--- src/sv/sbrf_pkg.sv ---
`timescale 1ns / 1ps
package sbrf_pkg;

    localparam int FRAC_BITS_DEF    = 16;
    localparam int MAX_EXPONENT_DEF = 16;

    localparam int CFG_IDX_W  = 3;
    localparam int CFG_DATA_W = 32;

    localparam logic [CFG_IDX_W-1:0] CFG_CENTER_X = 3'd0;
    localparam logic [CFG_IDX_W-1:0] CFG_CENTER_Y = 3'd1;
    localparam logic [CFG_IDX_W-1:0] CFG_CENTER_Z = 3'd2;
    localparam logic [CFG_IDX_W-1:0] CFG_RADIUS   = 3'd3;
    localparam logic [CFG_IDX_W-1:0] CFG_FORCE_K  = 3'd4;
    localparam logic [CFG_IDX_W-1:0] CFG_EXPONENT = 3'd5;

    typedef struct packed {
        logic signed [31:0] pos_x;
        logic signed [31:0] pos_y;
        logic signed [31:0] pos_z;
        logic               last_item;
    } in_req_t;

    typedef struct packed {
        logic signed [47:0] force_x;
        logic signed [47:0] force_y;
        logic signed [47:0] force_z;
        logic               outside;
        logic signed [47:0] energy_sum;
        logic               last_out;
    } out_req_t;

    typedef enum logic [3:0] {
        OP_SQ,
        OP_R2,
        OP_SQRT,
        OP_POW,
        OP_EPOW,
        OP_GAIN,
        OP_GAINJ,
        OP_FMUL,
        OP_DIV,
        OP_ETERM,
        OP_FINISH
    } op_t;

    typedef struct packed {
        logic       load;
        logic       start;
        op_t        op;
        logic [1:0] axis;
    } dp_cmd_t;

    typedef struct packed {
        logic done;
        logic outside;
        logic pow_more;
    } dp_status_t;

endpackage

--- src/sv/sbrf_ctrl.sv ---
`timescale 1ns / 1ps
module sbrf_ctrl (
    input  logic                 clk,
    input  logic                 rst_n,
    input  logic                 in_valid,
    output logic                 in_stall,
    output logic                 out_valid,
    input  logic                 out_stall,
    input  sbrf_pkg::dp_status_t status,
    output sbrf_pkg::dp_cmd_t    cmd
);

    typedef enum logic [1:0] {
        S_IDLE,
        S_ISSUE,
        S_WAIT,
        S_OUT
    } state_t;

    state_t        state_reg;
    sbrf_pkg::op_t op_reg;
    logic [1:0]    axis_reg;
    logic          skip;

    always_comb
    begin
        skip = (op_reg == sbrf_pkg::OP_SQRT && !status.outside) ||
               (op_reg == sbrf_pkg::OP_POW && !status.pow_more);
        cmd.load  = in_valid && state_reg == S_IDLE;
        cmd.start = state_reg == S_ISSUE && !skip;
        cmd.op    = op_reg;
        cmd.axis  = axis_reg;
    end

    always_ff @(posedge clk or negedge rst_n)
    begin
        if (!rst_n)
        begin
            state_reg <= S_IDLE;
            op_reg    <= sbrf_pkg::OP_SQ;
            axis_reg  <= '0;
        end
        else
        begin
            case (state_reg)
                S_IDLE:
                begin
                    if (in_valid)
                    begin
                        state_reg <= S_ISSUE;
                        op_reg    <= sbrf_pkg::OP_SQ;
                        axis_reg  <= '0;
                    end
                end
                S_ISSUE:
                begin
                    if (skip)
                        op_reg <= (op_reg == sbrf_pkg::OP_SQRT) ? sbrf_pkg::OP_FINISH
                                                                : sbrf_pkg::OP_EPOW;
                    else
                        state_reg <= S_WAIT;
                end
                S_WAIT:
                begin
                    if (status.done)
                    begin
                        state_reg <= S_ISSUE;
                        case (op_reg)
                            sbrf_pkg::OP_SQ:
                            begin
                                if (axis_reg == 2'd2)
                                begin
                                    op_reg   <= sbrf_pkg::OP_R2;
                                    axis_reg <= '0;
                                end
                                else
                                    axis_reg <= axis_reg + 2'd1;
                            end
                            sbrf_pkg::OP_R2:    op_reg <= sbrf_pkg::OP_SQRT;
                            sbrf_pkg::OP_SQRT:  op_reg <= sbrf_pkg::OP_POW;
                            sbrf_pkg::OP_POW:   op_reg <= sbrf_pkg::OP_POW;
                            sbrf_pkg::OP_EPOW:  op_reg <= sbrf_pkg::OP_GAIN;
                            sbrf_pkg::OP_GAIN:  op_reg <= sbrf_pkg::OP_GAINJ;
                            sbrf_pkg::OP_GAINJ:
                            begin
                                op_reg   <= sbrf_pkg::OP_FMUL;
                                axis_reg <= '0;
                            end
                            sbrf_pkg::OP_FMUL:  op_reg <= sbrf_pkg::OP_DIV;
                            sbrf_pkg::OP_DIV:
                            begin
                                if (axis_reg == 2'd2)
                                    op_reg <= sbrf_pkg::OP_ETERM;
                                else
                                begin
                                    op_reg   <= sbrf_pkg::OP_FMUL;
                                    axis_reg <= axis_reg + 2'd1;
                                end
                            end
                            sbrf_pkg::OP_ETERM: op_reg <= sbrf_pkg::OP_FINISH;
                            sbrf_pkg::OP_FINISH: state_reg <= S_OUT;
                            default:            state_reg <= S_IDLE;
                        endcase
                    end
                end
                S_OUT:
                begin
                    if (!out_stall)
                        state_reg <= S_IDLE;
                end
                default: state_reg <= S_IDLE;
            endcase
        end
    end

    assign in_stall  = state_reg != S_IDLE;
    assign out_valid = state_reg == S_OUT;

endmodule

--- config.mk ---
export PLATFORM = sky130hd
export DESIGN_NAME = sbrf_ctrl
export DESIGN_NICKNAME = d
export VERILOG_FILES = /design/src/sv/sbrf_pkg.sv /design/src/sv/sbrf_ctrl.sv
export SDC_FILE = /design/constraint.sdc
export NUM_CORES = 1
export LEC_CHECK = 0
export BUFFER_PORTS_ARGS = -buffer_cell sky130_fd_sc_hd__buf_4
export CELL_PAD_IN_SITES_DETAIL_PLACEMENT = 1
export CELL_PAD_IN_SITES_GLOBAL_PLACEMENT = 2
export CORE_AREA = 4 4 67 50
export DETAILED_ROUTE_END_ITERATION = 16
export DIE_AREA = 0 0 71 54
export GPL_ROUTABILITY_DRIVEN = 0
export HOLD_SLACK_MARGIN = 0.08
export PLACE_DENSITY = 0.85
export SLEW_MARGIN = 40
export SYNTH_ARGS = -nofsm -noshare
export SYNTH_HDL_FRONTEND = slang
export SYNTH_SLANG_ARGS = --single-unit
--- constraint.sdc ---
create_clock -name clk -period 2.35 [get_ports clk]
set_clock_uncertainty 0.1 [all_clocks]
set_input_delay 0.47 -clock clk [delete_from_list [all_inputs] [get_ports clk]]
set_output_delay 0.47 -clock clk [all_outputs]
set_load 0.05 [all_outputs]
==> results.sh, run 1 <==
export IMPL_r2r_start="state_reg[0]"
export IMPL_drc_errors=0
export IMPL_yosys_area_top_type_share_pct=24.0
export IMPL_grt_max_degree=18
export IMPL_cts_tree="done"
export IMPL_rsz0062_at_grt="no"
export IMPL_postCtsHoldBufs=1
export IMPL_max_freq_ghz=0.444
export IMPL_ff2ff_setup_slack_ps=100
export IMPL_netlist_area_um2=836
export IMPL_r2r_end="op_reg[3]"
export IMPL_dieArea_um2=3830
export IMPL_dpl_instance_area_um2=1000
export IMPL_start_util_pct=30.7
export IMPL_die_w_um=71
export IMPL_synth_simple_area_share_pct=22.9
export IMPL_antenna_found_initial=0
export IMPL_rr_worst_depth=6
export IMPL_synth_top_cell_by_area="dfrtp_1"
export IMPL_crit_arrival_ps=2260
export IMPL_status="finished, final reports clean"
export IMPL_required_ps=2360
export IMPL_cts_root_buf="clkbuf_8"
export IMPL_cap_violations=0
export IMPL_fin_crit_sh_pct=95.9
export IMPL_clkSinkCount=8
export IMPL_firstDrtPassIters=4
export IMPL_leakage_nw=0.477
export IMPL_htree_levels=1
export IMPL_synth_main_ff_cell="dfrtp_1"
export IMPL_min_path_type="in2async"
export IMPL_cts_resized_gates=0
export IMPL_sequentialPowerShare_pct=18.7
export IMPL_seq_area_frac_synth_pct=24.0
export IMPL_finalMaxSlewViolations=0
export IMPL_cts_buffers=3
export IMPL_synth_top_family_by_area="compound AO/OA/AOI/OAI gates"
export IMPL_intPower_uw=728
export IMPL_portBuffers=16
export IMPL_power_density_nw_per_um2=1410
export IMPL_wirelength_um=2290
export IMPL_stdcell_area_um2=1060
export IMPL_worst_pin_slew_ps=480
export IMPL_num_rows=16
export IMPL_antenna_left=0
export IMPL_layout_cells_non_filler=149
export IMPL_ir_drop_v=0.000506
export IMPL_async_flop_share_pct=100
export IMPL_grt_pass1_wl_um=3880
export IMPL_yosys_warnings=0
export IMPL_grt_pass1_vias=805
export IMPL_dp_slack_ps=143
export IMPL_fin_crit_ps=2250
export IMPL_synth_xor_area_share_pct=0
export IMPL_grt_overflow_total=0
export IMPL_startpoint="state_reg[0]"
export IMPL_setup_worst_path_end="op_reg[3]"
export IMPL_die_height_um=54
export IMPL_clk_latency_ps=230
export IMPL_syn_nets=109
export IMPL_io_pins=17
export IMPL_switching_share_pct=51.1
export IMPL_post_cts_buffers=0
export IMPL_wl_per_cell_um=15.4
export IMPL_synth_area_leaders="dfrtp_1, ha_1, mux2_4, a21oi_1, a31oi_1"
export IMPL_synth_edf_count=0
export IMPL_regArea_um2=201
export IMPL_critPathCaptureType="register"
export IMPL_p_sw_uw=761
export IMPL_fin_nets=129
export IMPL_synth_top_cells_by_count="a21oi_1, dfrtp_1, ha_1"
export IMPL_synth_mux_area_share_pct=9.58
export IMPL_clk_pin_slew_ps=40
export IMPL_num_vias=785
export IMPL_largest_reg_flops=4
export IMPL_dp_hpwl_um=1760
export IMPL_drt_iter0_drc=46
export IMPL_grt_usage_pct=13.1
export IMPL_power_frac_clock_pct=11.8
export IMPL_insertedDiodeCount=0
export IMPL_synthDistinctLibCells=40
export IMPL_num_fill_cells=336
export IMPL_synth_compound_area_share_pct=24.7
export IMPL_path_class="reg2reg"
export IMPL_syn_to_final_growth_pct=26.8
export IMPL_core_um2=2720
export IMPL_setup_viol=0
export IMPL_synth_area_per_cell_um2=8.89
export IMPL_p_comb_share_pct=69.5
export IMPL_cp_max_fo=5
export IMPL_critPathLaunchType="register"
export IMPL_multi_input_area_um2=582
export IMPL_netlist_instances=94
export IMPL_hold_viol=0
export IMPL_synth_adder_area_share_pct=12.0
export IMPL_cts_max_path_buffers=2
export IMPL_synth_seq_cells=8
export IMPL_drive_gt1_share_pct=35.4
export IMPL_tns_ps=0
export IMPL_relSlewSlack_pct=67.8
export IMPL_finalWorstSetupSlack_ps=97.4
export IMPL_routed_via_density=5.27
export IMPL_placed_cells=144
[through the flow]
stage                     util, %  power, mW  hold slack [ps]
final                        38.9       1.49              511
after global routing         38.9       1.61              529
after CTS                    38.9       1.50              501
after detailed placement     36.9       1.31              198
after global placement       36.9       1.29              195
after floorplan                 -       1.03             74.4
[power by group through the flow]
stage / sequential, mW / clock [mW] / combinational, mW
finish: 0.279 / 0.175 / 1.04
global route: 0.294 / 0.189 / 1.13
CTS: 0.278 / 0.179 / 1.04
detailed placement: 0.279 / 0 / 1.03
global placement: 0.276 / 0 / 1.01
floorplan: 0.335 / 0 / 0.700
[worst max-delay path, stage by stage (launching register included)]
cell and delay, ps:
dfrtp_1 420, inv_1 100, ha_1 250, nor2b_4 150, or2_4 260, a2111o_2 530, mux2_4 320
[cell type report]
| type | count | area share, % |
|---|---|---|
| clock buffers | 4 | 4.25 |
| multi-input cells | 73 | 54.9 |
| flip-flops and latches | 8 | 19.0 |
| inverters | 7 | 2.48 |
| well taps | 36 | 4.25 |
| repair buffers | 21 | 15.1 |
[cells by family (layout without fill, tap and decap cells)]
logic type,count (synthesis),count (layout)
DFF,8,8
muxes,6,6
adders and majority gates,8,8
AOI/OAI and AO/OA,31,31
buffers and inverters,13,32
and+or+nand+nor,28,28
[placed cells by master, fill, tap and decap left out, types with 2 or more instances in the layout]
master	netlist	final
clkbuf_8	0	3
nor3_1	3	3
mux2i_1	2	2
or3b_2	2	2
nor2_1	2	2
o22ai_1	5	5
buf_4	0	20
a31o_2	2	2
a21oi_1	8	8
dfrtp_1	8	7
inv_1	7	7
nor2b_1	2	2
ha_1	8	8
a31oi_1	5	5
o21ai_0	2	2
mux2_4	4	4
nand2_1	5	5
[worst min-delay path by stage]
stage	from	end	slack, ps
2_1_floorplan	rst_n	axis_reg[0]	70
3_3_place_gp	rst_n	axis_reg[1]	200
3_5_place_dp	rst_n	axis_reg[1]	200
4_1_cts	rst_n	axis_reg[1]	500
5_1_grt	rst_n	axis_reg[0]	530
6_report	rst_n	state_reg[0]	510
[routing by layer]
metal | part of all wire [%] | vias to the layer above | track usage, %
li1 | - | 390 | -
met1 | 49 | 382 | 17.4
met2 | 47 | 11 | 21.4
met3 | 3.0 | 2 | 3.73
met4 | 0.83 | 0 | 2.81
met5 | 0 | - | 0
(Power assumes the default switching activity.)
==> inputs of run 2 (changes only) <==
Settings changed: MAX_ROUTING_LAYER set to met4.
==> run 2 against run 1 <==
  * Setup slack gained 2.6 ps
  * First-iteration DRC count grew 17%
  * Global-route usage grew 0.47 points
  * Maximum frequency grew 0.11%
  * Core utilization is the same
  * Routed wire length grew 0.22%
==> results.sh, run 2 (same netlist as run 1, synthesis figures left out) <==
export IMPL_status="finished, final reports clean"
export IMPL_portBuffers=16
export IMPL_sequentialPowerShare_pct=18.7
export IMPL_cts_resized_gates=0
export IMPL_power_frac_clock_pct=11.8
export IMPL_dp_hpwl_um=1760
export IMPL_grt_pass1_vias=799
export IMPL_switching_share_pct=51.1
export IMPL_clk_latency_ps=230
export IMPL_cap_violations=0
export IMPL_worst_pin_slew_ps=480
export IMPL_largest_reg_flops=4
export IMPL_ir_drop_v=0.000506
export IMPL_drive_gt1_share_pct=35.4
export IMPL_core_um2=2720
export IMPL_num_rows=16
export IMPL_cts_root_buf="clkbuf_8"
export IMPL_num_vias=777
export IMPL_htree_levels=1
export IMPL_max_freq_ghz=0.444
export IMPL_leakage_nw=0.477
export IMPL_grt_pass1_wl_um=3930
export IMPL_min_path_type="in2async"
export IMPL_slowest_stage="a2111o_2"
export IMPL_path_cells="inv_1 > ha_1 > nor2b_4 > or2_4 > a2111o_2 > mux2_4"
export IMPL_power_density_nw_per_um2=1410
export IMPL_setup_viol=0
export IMPL_final_core_util_pct=38.9
export IMPL_p_comb_share_pct=69.5
export IMPL_routed_via_density=5.21
export IMPL_drt_iter0_drc=54
export IMPL_fin_crit_ps=2250
export IMPL_antenna_found_initial=0
export IMPL_rsz0062_at_grt="no"
export IMPL_drc_errors=0
export IMPL_layout_commonest_cell="buf_4"
export IMPL_insertedDiodeCount=0
export IMPL_clk_pin_slew_ps=40
export IMPL_grt_usage_pct=13.6
export IMPL_tns_ps=0
export IMPL_r2r_start="state_reg[0]"
export IMPL_die_w_um=71
export IMPL_grt_overflow_total=0
export IMPL_critPathCaptureType="register"
export IMPL_fin_nets=129
export IMPL_cp_max_fo=5
export IMPL_required_ps=2360
export IMPL_relSlewSlack_pct=67.8
export IMPL_finalMaxSlewViolations=0
export IMPL_cts_tree="done"
export IMPL_critPathMaxStageDelay_ps=530
export IMPL_critPathLaunchType="register"
export IMPL_start_util_pct=30.7
export IMPL_p_sw_uw=762
export IMPL_io_pins=17
export IMPL_fin_crit_sh_pct=95.7
export IMPL_firstDrtPassIters=4
export IMPL_startpoint="state_reg[0]"
export IMPL_intPower_uw=728
export IMPL_grt_max_degree=18
export IMPL_cts_buffers=3
export IMPL_wirelength_um=2300
export IMPL_die_height_um=54
export IMPL_final_cell_mix="buf_4, a21oi_1, ha_1, inv_1, dfrtp_1"
export IMPL_antenna_left=0
export IMPL_dieArea_um2=3830
export IMPL_cts_max_path_buffers=2
export IMPL_clkSinkCount=8
export IMPL_syn_to_final_growth_pct=26.8
export IMPL_wl_per_cell_um=15.4
export IMPL_path_class="reg2reg"
export IMPL_crit_arrival_ps=2260
export IMPL_hold_viol=0
run 2: worst max-delay path, delay by kind of cell, from the launching register on:
family	cells	cell delay, ps
adder cells (fa/ha/maj)	1	250
flip-flops	1	420
buffers and inverters	1	100
AND/OR/NAND/NOR	2	410
AO/OA/AOI/OAI	1	530
multiplexers	1	320
run 2: layout make-up:
class	count	area, µm²
Tap cell	36	45.0
Timing Repair Buffer	21	160
Clock buffer	4	45.0
Multi-Input combinational cell	73	582
Sequential cell	8	201
Fill cell	336	1660
Inverter	7	26.3
run 2: through the flow:
stage                     hold slack, ps  instances  setup slack (ps)  area (µm²)  total power, mW
after floorplan                     74.4         94              95.0         841             1.03
after global placement               195        144               203        1000             1.29
final                                510        149               100        1060             1.49
after global routing                 529        149              32.5        1060             1.61
after detailed placement             198        144               143        1000             1.31
after CTS                            501        149               106        1060             1.50
run 2: worst paths after layout:
kind	endpoint	slack, ps	cells past startpoint
setup / recovery	op_reg[3]	100	6
hold / removal	state_reg[0]	510	2
setup reg to reg	op_reg[3]	100	6
hold reg to reg	state_reg[1]	540	2
max in group asynchronous	axis_reg[0]	1500	2
min in group clk	state_reg[1]	540	2
run 2: timing repair:
item | CTS | global route
hold buffers | 1 | 0
setup buffers | 0 | 0
endpoints found under the hold margin | 8 | 0
run 2: metal layers:
layer | wire length, µm | global-route usage [%] | share of wire (%)
met5 | 0 | - | 0
met4 | 19 | 2.81 | 0.83
met3 | 59 | 3.54 | 2.6
met2 | 1040 | 21.2 | 45
met1 | 1170 | 17.9 | 51
run 2: power groups by stage:
stage / logic (mW) / clock network (mW) / registers [mW]
finish: 1.04 / 0.176 / 0.279
global route: 1.13 / 0.189 / 0.294
CTS: 1.04 / 0.179 / 0.278
detailed placement: 1.03 / 0 / 0.279
global placement: 1.01 / 0 / 0.276
floorplan: 0.700 / 0 / 0.335
